File: config.mk
export PLATFORM = sky130hd
export DESIGN_NAME = tvbb_box
export DESIGN_NICKNAME = d
export VERILOG_FILES = /design/src/design/tvbb_pkg.sv /design/src/design/tvbb_box.sv
export SDC_FILE = /design/constraint.sdc
export NUM_CORES = 1
export LEC_CHECK = 0
export BUFFER_PORTS_ARGS = -buffer_cell sky130_fd_sc_hd__buf_2
export CAP_MARGIN = 5
export CORE_MARGIN = 5
export CORE_UTILIZATION = 40
export CTS_CLUSTER_SIZE = 24
export DETAILED_ROUTE_END_ITERATION = 7
export GPL_ROUTABILITY_DRIVEN = 0
export PLACE_DENSITY_LB_ADDON = 0.2
export SETUP_SLACK_MARGIN = 0.05
export SYNTH_ARGS = -nofsm -noshare
export SYNTH_HDL_FRONTEND = slang
export SYNTH_SLANG_ARGS = --single-unit
File: constraint.sdc
create_clock -name i_clk -period 4.51 [get_ports i_clk]
set_clock_uncertainty 0.05 [all_clocks]
set_input_delay 0.6765 -clock i_clk [delete_from_list [all_inputs] [get_ports i_clk]]
set_output_delay 0.6765 -clock i_clk [all_outputs]
set_load 0.01 [all_outputs]
File: src/design/tvbb_pkg.sv
`default_nettype none

package tvbb_pkg;

    localparam int FRAC_BITS = 16;
    localparam int COORD_W   = 32;
    localparam int CFG_W     = 64;
    localparam int NUM_REGS  = 6;
    localparam int CFG_IDX_W = 3;
    localparam int PROD_W    = 2 * COORD_W;
    // three products, the translation term and the rounding half fit in 66 bits
    localparam int ACC_W     = PROD_W + 2;
    localparam int SAT_W     = ACC_W - FRAC_BITS - COORD_W + 1;
    localparam int AXES      = 3;

    localparam logic [CFG_W-1:0] ONE_FX  = CFG_W'(1) << FRAC_BITS;
    localparam logic [ACC_W-1:0] HALF_FX = ACC_W'(1) << (FRAC_BITS - 1);

    localparam logic FUNC_VERTEX = 1'b0;
    localparam logic FUNC_TEST   = 1'b1;

    localparam logic [CFG_IDX_W-1:0] REG_ROW0_C01 = 3'd0;
    localparam logic [CFG_IDX_W-1:0] REG_ROW0_C23 = 3'd1;
    localparam logic [CFG_IDX_W-1:0] REG_ROW1_C01 = 3'd2;
    localparam logic [CFG_IDX_W-1:0] REG_ROW1_C23 = 3'd3;
    localparam logic [CFG_IDX_W-1:0] REG_ROW2_C01 = 3'd4;
    localparam logic [CFG_IDX_W-1:0] REG_ROW2_C23 = 3'd5;

    typedef logic signed [COORD_W-1:0] t_coord;

    typedef struct packed {
        logic adv_b;    // stage A word moves into the product stage
        logic adv_c;    // product stage word moves into the sum stage
    } t_pipe_ctl;

    // identity matrix, zero translation
    function automatic logic [CFG_W-1:0] cfg_reset_value(input logic [CFG_IDX_W-1:0] idx);
        logic [CFG_W-1:0] v;
        v = '0;
        case (idx)
            REG_ROW0_C01: v = ONE_FX;
            REG_ROW1_C01: v = ONE_FX << COORD_W;
            REG_ROW2_C23: v = ONE_FX;
            default:      v = '0;
        endcase
        return v;
    endfunction

endpackage

`default_nettype wire

File: src/design/tvbb_box.sv
`default_nettype none

module tvbb_box (
    input  wire                 i_clk,
    input  wire                 i_rst_n,
    input  wire                 i_load,
    input  wire                 i_func,
    input  wire                 i_first,
    input  tvbb_pkg::t_coord    i_p_x,
    input  tvbb_pkg::t_coord    i_p_y,
    input  tvbb_pkg::t_coord    i_p_z,
    input  tvbb_pkg::t_coord    i_x,
    input  tvbb_pkg::t_coord    i_y,
    input  tvbb_pkg::t_coord    i_z,
    output logic                o_box_valid,
    output logic                o_inside_res,
    output tvbb_pkg::t_coord    o_max_x,
    output tvbb_pkg::t_coord    o_max_y,
    output tvbb_pkg::t_coord    o_max_z,
    output tvbb_pkg::t_coord    o_min_x,
    output tvbb_pkg::t_coord    o_min_y,
    output tvbb_pkg::t_coord    o_min_z
);

    tvbb_pkg::t_coord r_max [tvbb_pkg::AXES];
    tvbb_pkg::t_coord r_min [tvbb_pkg::AXES];
    tvbb_pkg::t_coord n_max [tvbb_pkg::AXES];
    tvbb_pkg::t_coord n_min [tvbb_pkg::AXES];
    tvbb_pkg::t_coord pt    [tvbb_pkg::AXES];
    tvbb_pkg::t_coord wp    [tvbb_pkg::AXES];
    logic             r_has_box, n_has_box;
    logic             r_inside, n_inside;
    logic             in_box;

    assign pt[0] = i_p_x;
    assign pt[1] = i_p_y;
    assign pt[2] = i_p_z;
    assign wp[0] = i_x;
    assign wp[1] = i_y;
    assign wp[2] = i_z;

    always_comb begin
        n_has_box = r_has_box;
        n_inside  = 1'b0;
        in_box    = r_has_box;
        for (int a = 0; a < tvbb_pkg::AXES; a++) begin
            n_max[a] = r_max[a];
            n_min[a] = r_min[a];
            if (wp[a] > r_max[a] || wp[a] < r_min[a]) begin
                in_box = 1'b0;
            end
        end
        if (i_func == tvbb_pkg::FUNC_VERTEX) begin
            n_has_box = 1'b1;
            for (int a = 0; a < tvbb_pkg::AXES; a++) begin
                // restart on first word or empty box, else widen
                if (i_first || !r_has_box || pt[a] > r_max[a]) begin
                    n_max[a] = pt[a];
                end
                if (i_first || !r_has_box || pt[a] < r_min[a]) begin
                    n_min[a] = pt[a];
                end
            end
        end else begin
            n_inside = in_box;
        end
    end

    always_ff @(posedge i_clk) begin
        if (!i_rst_n) begin
            r_has_box <= 1'b0;
            r_inside  <= 1'b0;
            for (int a = 0; a < tvbb_pkg::AXES; a++) begin
                r_max[a] <= '0;
                r_min[a] <= '0;
            end
        end else if (i_load) begin
            r_has_box <= n_has_box;
            r_inside  <= n_inside;
            for (int a = 0; a < tvbb_pkg::AXES; a++) begin
                r_max[a] <= n_max[a];
                r_min[a] <= n_min[a];
            end
        end
    end

    assign o_box_valid  = r_has_box;
    assign o_inside_res = r_inside;
    assign o_max_x      = r_max[0];
    assign o_max_y      = r_max[1];
    assign o_max_z      = r_max[2];
    assign o_min_x      = r_min[0];
    assign o_min_y      = r_min[1];
    assign o_min_z      = r_min[2];

endmodule

`default_nettype wire

==> out/qor.yml, run 1 <==
status: "complete, no violations"
max-vdd-ir-drop_uv: 273
wl_per_cell_um: 20.9
min_period_over_period_pct: 78.6
wl_um: 50600
synth_common_cells: "ha_1 (378), inv_1 (201), edfxtp_1 (192), a21oi_1 (107), and3_1 (99)"
max_freq_mhz: 282
hpwlAfterDp_um: 41300
critPathBufInv: 2
worstSkewPairLatency_ns: 0.46
grt_overflow: 0
cp.required_ns: 4.62
cts_root_buf: "clkbuf_16"
start_kind: "register"
synthCells: 1487
cts_buffer_depth: 2
grt_pass1_vias: 13800
worst_hold_path_type: "reg2reg"
grt_start_max_net_pins: 99
dr.pass1.iters: 4
max_stage_delay_ns: 0.47
drt_iter0_markers: 753
setup_viol: 0
yosysMostFrequentCell: "ha_1"
syn_area_um2: 15500
seq_area_um2: 5810
rsz0062_at_grt: "no"
place_area_um2: 18200
grtUsageMet3_pct: 4.51
hold_ws_ns: 0.441
hold_viol_final: 0
path_cells: "inv_1, ha_1, a2111oi_0, o21ai_0, a211oi_1, o31ai_1, or4_1, a31oi_4, buf_12"
drc: 0
vias_per_cell: 5.43
io_pins: 391
design_area_um2: 18800
yosys.area.top_type: "edfxtp_1"
rows: 72
drive_above_1_share_pct: 23.4
cpMaxStageDelayCell: "or4_1"
synth_top_area_share_pct: 37.3
die_h_um: 207
met1_usage_pct: 30.2
yosys-top-cells-area: "edfxtp_1 (37%), ha_1 (31%), inv_1 (4.9%)"
tns_ns: 0
holdBufCountCts: 0
crit_fanout: 24
swShare_pct: 31.9
power_frac_comb_pct: 28.2
clk_pin_slew_ns: 0.07
core_um2: 38500
synth_edf_count: 192
syn2layout_area_growth_pct: 21.5
portBuffers: 390
synth_ff_type: "edfxtp_1"
yosys_warnings: 0
endpoint_kind: "register"
critPathTopFamily: "compound AO/OA/AOI/OAI gates"
p_int_mw: 3.62
ys_seq_area_share_pct: 37.5
relSlewSlack_pct: 24.5
cellPowerDensity_nw_per_um2: 283
clkPwrFrac_pct: 30.0
cp_data_arrival_time_ns: 3.65
vias: 13200
grtUsageTotal_pct: 23.2
postCtsSetupBuffers: 0
synth_cell_type_count: 56
cts_tree: "yes"
synthArstFlopShare_pct: 0
period_needed_ns: 3.54
num-fill-cells: 3673
multi_input_area_um2: 8910
syn-num-nets: 2062
grt_util_met2_pct: 38.3
maxSlewViolCount: 0
cap_violations: 0
die_x_um: 207
antenna_found_initial: 17
p_sw_mw: 1.69
pwr-share-seq_pct: 41.7
cts_buffers: 17
start_util_pct: 40.2
design.die.area_um2: 42700
syn_avg_cell_area_um2: 10.4
busiest_layer: "met2"
grt_pass1_wl_um: 76100
cts_resized: 0
cellLeakagePower_nw: 9.31
layout.nets: 2458
ant_nets: 0
synth_seq_cells: 194
tightestPinTransition_ns: 1.13
cts_sinks: 194
htreeDepth: 4
critical_path_class: "reg2reg"
power groups by stage:
stage | clock network, mW | registers, mW | logic (mW)
after global placement | 0 | 2.26 | 1.47
after floorplan | 0 | 2.31 | 0.810
after global routing | 1.71 | 2.23 | 1.71
final | 1.60 | 2.22 | 1.50
after detailed placement | 0 | 2.26 | 1.50
after CTS | 1.64 | 2.22 | 1.51
state kept, by name, summed over array words and instances (netlist names):
register	flops
o_inside_res	1
r_min	96
o_box_valid	1
r_max	96
cells in the final DEF (no fill, tap or decap), types with 4 or more instances in the layout:
master	count
clkinv_2	4
a21o_1	53
and4_1	10
inv_1	201
a221oi_1	7
a21oi_1	107
nor2_1	42
o21ai_0	58
nand4_1	60
nor3_1	11
a2111oi_0	7
a211oi_1	13
buf_2	390
a31oi_1	6
ha_1	378
and3_1	99
clkbuf_16	17
o211ai_1	16
nor2b_1	19
o31ai_1	4
edfxtp_1	192
buf_4	8
or3_1	7
nand3_1	35
nand2b_1	10
diode_2	10
nand2_1	55
nor4_1	12
o21a_1	9
per-layer routing:
| metal | wire (um) | vias up |
|---|---|---|
| met5 | 97 | - |
| met4 | 1650 | 16 |
| met3 | 2790 | 88 |
| met2 | 23700 | 383 |
| met1 | 22400 | 6263 |
| li1 | - | 6423 |
logic make-up (layout without fill, tap and decap cells):
| kind of cell | after synthesis | after routing | share of synthesized area, % |
|---|---|---|---|
| compound gates | 309 | 309 | 12.7 |
| xor+xnor | 3 | 3 | 0.170 |
| fa+ha+maj | 378 | 378 | 30.6 |
| buf+inv | 225 | 634 | 5.46 |
| flops | 194 | 194 | 37.5 |
| mux | 1 | 1 | 0.0647 |
| other cells | 0 | 10 | 0 |
| simple gates | 377 | 377 | 13.6 |
area by class of cell:
class | count | share of cell area (%)
Clock inverter | 13 | 0.845
Multi-Input combinational cell | 1068 | 47.4
Timing Repair Buffer | 401 | 11.0
Sequential cell | 194 | 30.9
Inverter | 201 | 4.01
Clock buffer | 19 | 2.30
Tap cell | 518 | 3.45
Antenna cell | 10 | 0.133
through the flow:
stage / power, mW / worst slack, ns / instances / utilization, %
2_1_floorplan: 3.12 / 0.149 / 1487 / -
3_3_place_gp: 3.73 / 0.603 / 2382 / 47.3
3_5_place_dp: 3.76 / 0.563 / 2382 / 47.3
4_1_cts: 5.37 / 0.932 / 2414 / 48.8
5_1_grt: 5.65 / 0.791 / 2422 / 48.9
6_report: 5.32 / 0.967 / 2424 / 48.9
tightest hold or removal path: cells and delay by family (launching register included):
kind	cells	cell delay [ns]
DFF	1	0.33
AOI/OAI and AO/OA	1	0.06
buffers and inverters	1	0.05
worst paths after layout:
path | endpoint | cells after the start | startpoint | slack (ns)
setup / recovery | r_min[0][41] | 9 | r_min[0][37] | 0.97
hold / removal | o_box_valid | 2 | o_box_valid | 0.44
setup reg to reg | r_min[0][41] | 9 | r_min[0][37] | 0.97
hold reg to reg | o_box_valid | 2 | o_box_valid | 0.44
No activity file was read; power rests on OpenSTA's default activity.
==> run 2, diff against run 1 <==
==> constraint.sdc (replaced) <==
create_clock -name i_clk -period 3.05 [get_ports i_clk]
set_clock_uncertainty 0.05 [all_clocks]
set_input_delay 0.4575 -clock i_clk [delete_from_list [all_inputs] [get_ports i_clk]]
set_output_delay 0.4575 -clock i_clk [all_outputs]
set_load 0.01 [all_outputs]
==> run 2 against run 1 <==
  * Cell count up 1.4%
  * Critical path type unchanged
  * Final area increased by 3.1%
  * Largest power group unchanged
  * First-iteration DRC count shrank 17%
  * Highest routed layer unchanged
  * Critical path depth rose by 3
  * Setup slack lost 0.94 ns
  * Sequential cell count unchanged
  * Largest cell class unchanged
==> out/qor.yml, run 2 (synthesis results as in run 1) <==
status: "complete, no violations"  # unchanged
rsz0062_at_grt: "yes"  # was no
max-vdd-ir-drop_uv: 374  # was 273 uV
cts_sinks: 194  # unchanged
grt_pass1_vias: 13900  # was 13,800
ant_nets: 0  # unchanged
crit_fanout: 8  # was 24
final_cell_mix: "buf_2 (390), ha_1 (371), edfxtp_1 (192)"  # was buf_2 (390), ha_1 (378), inv_1 (201)
clkPwrFrac_pct: 29.8  # was 30.0%
worst_hold_path_type: "in2reg"  # was reg2reg
top_regs: "r_max: 96 flops, r_min: 96 flops"  # unchanged
num-fill-cells: 3604  # was 3,673
worstSkewPairLatency_ns: 0.46  # about the same
vias_per_cell: 5.41  # was 5.43
portBuffers: 390  # unchanged
final_cell_count_no_fill: 2459  # was 2,424
max_freq_mhz: 330  # was 282 MHz
cp.required_ns: 3.17  # was 4.62 ns
hold_viol_final: 0  # unchanged
start_kind: "register"  # unchanged
dp.cells: 2407  # was 2,382
place_ws_ns: -0.0526  # was 0.563 ns
cts_tree: "yes"  # unchanged
period_needed_ns: 3.03  # was 3.54 ns
drive_above_1_share_pct: 26.9  # was 23.4%
die_h_um: 207  # unchanged
vias: 13300  # was 13,200
cap_violations: 0  # unchanged
grt_pass1_wl_um: 76700  # was 76,100 um
setup_viol: 0  # unchanged
fin_ws_ns: 0.0223  # was 0.967 ns
core_um2: 38500  # unchanged
syn2layout_area_growth_pct: 25.3  # was 21.5%
wl_um: 51600  # was 50,600 um
power_mw: 8.05  # was 5.32 mW
p_int_mw: 5.40  # was 3.62 mW
drt_iter0_markers: 623  # was 753
tightestPinTransition_ns: 0.846  # was 1.13 ns
max_stage_delay_ns: 0.56  # was 0.47 ns
holdBufCountCts: 0  # unchanged
start_util_pct: 40.2  # unchanged
grt_overflow: 0  # unchanged
tns_ns: 0  # unchanged
io_pins: 391  # unchanged
min_from: "i_func"  # was o_box_valid
cellLeakagePower_nw: 9.56  # was 9.31 nW
crit_top_cell: "a211oi_2"
antenna_found_initial: 14  # was 17
drc: 0  # unchanged
cp_data_arrival_time_ns: 3.15  # was 3.65 ns
hpwlAfterDp_um: 42400  # was 41,300 um
endpoint_kind: "register"  # unchanged
clk_pin_slew_ns: 0.07  # about the same
maxSlewViolCount: 0  # unchanged
p_sw_mw: 2.65  # was 1.69 mW
critical_path_class: "reg2reg"  # unchanged
cpMaxStageDelayCell: "or4_4"  # was or4_1
layout_commonest_cell: "buf_2"  # unchanged
htreeDepth: 4  # unchanged
path_cells: "inv_2, ha_4, a211oi_2, nor2_1, o21ai_1, a21oi_2, a211oi_2, buf_4, o31ai_4, or4_4, a31oi_4, clkbuf_16"  # was inv_1, ha_1, a2111oi_0, o21ai_0, a211oi_1, o31ai_1, or4_1, a31oi_4, buf_12
hold_ws_ns: 0.257  # was 0.441 ns
swShare_pct: 32.9  # was 31.9%
relSlewSlack_pct: 43.6  # was 24.5%
min_period_over_period_pct: 99.3  # was 78.6%
place_area_um2: 18500  # was 18,200 um^2
rows: 72  # unchanged
r2r-start: "r_min[0][41]"  # was r_min[0][37]
layout.nets: 2496  # was 2,458
cts_buffer_depth: 2  # unchanged
grtUsageTotal_pct: 23.3  # was 23.2%
power_frac_comb_pct: 29.4  # was 28.2%
die_x_um: 207  # unchanged
wl_per_cell_um: 21.0  # was 20.9 um
cts_buffers: 17  # unchanged
cellPowerDensity_nw_per_um2: 415  # was 283 nW/um^2
grt_start_max_net_pins: 70  # was 99
design.die.area_um2: 42700  # unchanged
dr.pass1.iters: 5  # was 4
cts_root_buf: "clkbuf_16"  # unchanged
startpoint: "r_min[0][41]"  # was r_min[0][37]
design_area_um2: 19400  # was 18,800 um^2
final_util_pct: 50.4  # was 48.9%
pwr-share-seq_pct: 40.8  # was 41.7%
## run 2: cell count changes in the layout (fill, tap and decap cells not counted), moves of 4 or more
| cell | delta |
|---|---|
| o21ai_1 | +11 |
| ha_4 | +7 |
| o21ai_0 | -12 |
| inv_1 | -10 |
| clkinv_2 | -4 |
| inv_2 | +10 |
| buf_6 | +5 |
| a211oi_1 | -4 |
| a211oi_2 | +4 |
| buf_4 | +29 |
| ha_1 | -7 |
## run 2: metal layers
layer | vias to the layer above | wire length, um | global-route usage (%)
li1 | 6501 | - | -
met1 | 6317 | 22200 | 29.8
met2 | 405 | 24400 | 39.0
met3 | 63 | 3900 | 6.62
met4 | 16 | 1040 | 6.04
met5 | - | 124 | 0
## run 2: worst max-delay path: cells and delay by family, from the launching register on
kind                       cells  cell delay [ns]
AOI/OAI and AO/OA              6             0.97
and+or+nand+nor                2             0.62
buffers and inverters          3             0.49
DFF                            1             0.40
adders and majority gates      1             0.20
## run 2: worst paths after layout
kind	slack, ns	end	cells after the start
min	0.26	o_box_valid	3
max reg2reg	0.02	r_min[0][35]	12
min reg2reg	0.43	o_box_valid	2
max	0.02	r_min[0][35]	12
## run 2: repair_timing
action                     4_1_cts  5_1_grt
resized for setup                0       29
setup endpoints to repair        0      131
setup buffers                    0       10
## run 2: layout make-up
type	instances	area (um^2)	share of cell area, %
multi-input combinational	1068	9140	47.1
sequential	194	5810	29.9
timing repair buffer	439	2440	12.6
inverter	201	754	3.89
tap	518	648	3.34
clock buffer	18	429	2.21
clock inverter	14	166	0.858
antenna	7	17.5	0.0903
## run 2: power by group through the flow
stage / Combinational [mW] / Sequential (mW) / Clock [mW]
final: 2.37 / 3.28 / 2.39
after floorplan: 1.24 / 3.41 / 0
after global routing: 2.67 / 3.31 / 2.52
after detailed placement: 2.30 / 3.34 / 0
after global placement: 2.24 / 3.34 / 0
after CTS: 2.32 / 3.28 / 2.44
==> run 3, diff against run 2 <==
--- a/config.mk
+++ b/config.mk
@@ -12,7 +12,7 @@
 export CTS_CLUSTER_SIZE = 24
 export DETAILED_ROUTE_END_ITERATION = 7
 export GPL_ROUTABILITY_DRIVEN = 0
-export PLACE_DENSITY_LB_ADDON = 0.2
+export PLACE_DENSITY = 0.61
 export SETUP_SLACK_MARGIN = 0.05
 export SYNTH_ARGS = -nofsm -noshare
 export SYNTH_HDL_FRONTEND = slang
==> run 3 against run 2 <==
  * Critical path depth fell by 2
  * Final area barely moved
  * Setup slack got worse by 0.016 ns
  * Power fell by 0.29%
  * Clock power barely moved
  * Clock-buffer cell count fell by 1
  * Via count rose by 1.0%
  * Hold slack got worse by 0.00070 ns
  * Cell count barely moved
  * Sequential share of layout area barely moved
  * Global-route usage rose by 0.16 points
  * Critical endpoint is now r_min[0][52]
  * Highest routed layer unchanged
==> out/qor.yml, run 3 (synthesis results as in run 1) <==
antenna_found_initial: 14  # unchanged
cellPowerDensity_nw_per_um2: 413  # was 415 nW/um^2
maxSlewViolCount: 0  # unchanged
hold_viol_final: 0  # unchanged
io_pins: 391  # unchanged
grtUsageTotal_pct: 23.5  # was 23.3%
relSlewSlack_pct: 41.4  # was 43.6%
drt_iter0_markers: 785  # was 623
worstSkewPairLatency_ns: 0.47  # was 0.46 ns
critical_path_class: "reg2reg"  # unchanged
rows: 72  # unchanged
crit_cells: 10  # was 12
setup_viol: 0  # unchanged
cp_data_arrival_time_ns: 3.19  # was 3.15 ns
r2r-start: "r_min[0][37]"  # was r_min[0][41]
drc: 0  # unchanged
vias: 13400  # was 13,300
grt_pass1_wl_um: 77100  # was 76,700 um
wl_per_cell_um: 21.0  # about the same
max_stage_delay_ns: 0.44  # was 0.56 ns
design.die.area_um2: 42700  # unchanged
start_kind: "register"  # unchanged
design_area_um2: 19400  # about the same
cts_root_buf: "clkbuf_16"  # unchanged
cap_violations: 0  # unchanged
drive_above_1_share_pct: 26.6  # was 26.9%
grt_overflow: 0  # unchanged
path_cells: "inv_2, ha_4, a2111oi_4, o21ai_2, a211oi_2, buf_4, o31ai_4, or4_4, a31oi_4, clkbuf_16"  # was inv_2, ha_4, a211oi_2, nor2_1, o21ai_1, a21oi_2, a211oi_2, buf_4, o31ai_4, or4_4, a31oi_4, clkbuf_16
die_x_um: 207  # unchanged
startpoint: "r_min[0][37]"  # was r_min[0][41]
cts_buffers: 17  # unchanged
start_util_pct: 40.2  # unchanged
dr.pass1.iters: 5  # unchanged
status: "complete, no violations"  # unchanged
vias_per_cell: 5.47  # was 5.41
clk_pin_slew_ns: 0.07  # about the same
rsz0062_at_grt: "yes"  # unchanged
crit_fanout: 5  # was 8
ant_nets: 0  # unchanged
hpwlAfterDp_um: 42300  # was 42,400 um
min_period_over_period_pct: 99.8  # was 99.3%
rr_worst_depth: 10  # was 12
tightestPinTransition_ns: 0.879  # was 0.846 ns
htreeDepth: 4  # unchanged
cpMaxStageDelayCell: "or4_4"  # unchanged
final_util_pct: 50.5  # was 50.4%
power_mw: 8.02  # was 8.05 mW
period_needed_ns: 3.04  # was 3.03 ns
cts_buffer_depth: 2  # unchanged
wl_um: 51600  # about the same
grt_pass1_vias: 14100  # was 13,900
final_cell_mix: "buf_2 (390), ha_1 (373), inv_1 (194)"  # was buf_2 (390), ha_1 (371), edfxtp_1 (192)
endpoint_kind: "register"  # unchanged
layout_commonest_cell: "buf_2"  # unchanged
core_um2: 38500  # unchanged
cts_sinks: 194  # unchanged
max_freq_mhz: 329  # was 330 MHz
cp.required_ns: 3.20  # was 3.17 ns
layout.nets: 2493  # was 2,496
place_area_um2: 18500  # about the same
r2r_end: "r_min[0][52]"  # was r_min[0][35]
reg2reg_setup_slack_ns: 0.007  # was 0.02 ns
cts_tree: "yes"  # unchanged
max-vdd-ir-drop_uv: 432  # was 374 uV
critPathBufInv: 3  # unchanged
cellLeakagePower_nw: 9.59  # was 9.56 nW
die_h_um: 207  # unchanged
syn2layout_area_growth_pct: 25.4  # was 25.3%
portBuffers: 390  # unchanged
worst_hold_path_type: "in2reg"  # unchanged
critPathTopFamily: "compound AO/OA/AOI/OAI gates"  # unchanged
hold_ws_ns: 0.256  # was 0.257 ns
top_regs: "r_max: 96 flops, r_min: 96 flops"  # unchanged
grt_start_max_net_pins: 83  # was 70
endpoint: "r_min[0][52]"  # was r_min[0][35]
run 3: worst min-delay path by stage:
stage,start,endpoint,slack (ns),cells past startpoint
4_1_cts,i_func,o_box_valid,0.23,3
3_5_place_dp,o_box_valid,o_box_valid,0.43,2
6_report,i_func,o_box_valid,0.26,3
5_1_grt,i_func,o_box_valid,0.25,3
2_1_floorplan,o_box_valid,o_box_valid,0.44,2
3_3_place_gp,o_box_valid,o_box_valid,0.41,2
run 3: metal layers:
layer | up-vias | part of all wire, % | track usage [%]
met5 | - | 0.23 | 0
met3 | 95 | 7.9 | 6.06
met4 | 16 | 2.7 | 8.31
met2 | 461 | 47 | 38.9
li1 | 6492 | - | -
met1 | 6375 | 42 | 29.8
run 3: worst reg2reg max path, cell delays in order, from the launching register on:
cell and delay [ns]:
edfxtp_1 0.40, inv_2 0.10, ha_4 0.21, a2111oi_4 0.38, o21ai_2 0.12, a211oi_2 0.26
buf_4 0.17, o31ai_4 0.07, or4_4 0.44, a31oi_4 0.35, clkbuf_16 0.23
run 3: what timing repair did:
item                       CTS  global route
pin swaps                    0             6
cloned                       0             5
gates resized for setup      1            24
buffers inserted             0             9
setup endpoints to repair   32            97
hold buffers                 0             0
run 3: cell type report:
| type | count | area, um^2 |
|---|---|---|
| Inverter | 201 | 754 |
| Timing Repair Buffer | 436 | 2470 |
| Clock inverter | 15 | 169 |
| Multi-Input combinational cell | 1068 | 9120 |
| Tap cell | 518 | 648 |
| Antenna cell | 8 | 20.0 |
| Sequential cell | 194 | 5810 |
| Fill cell | 3599 | 19100 |
| Clock buffer | 17 | 425 |
run 3: through the flow:
stage / worst slack, ns / instances / setup TNS (ns)
finish: 0.00681 / 2457 / 0
global route: -0.0777 / 2454 / -1.95
CTS: 0.0478 / 2435 / 0
detailed placement: -0.182 / 2403 / -5.30
global placement: -0.159 / 2403 / -5.78
floorplan: -0.105 / 1487 / -3.35
run 3: where the power goes:
group / switching, mW / internal [mW]
Clock: 1.14 / 1.24
Sequential: 0.121 / 3.16
Combinational: 1.37 / 0.998
Total: 2.63 / 5.39
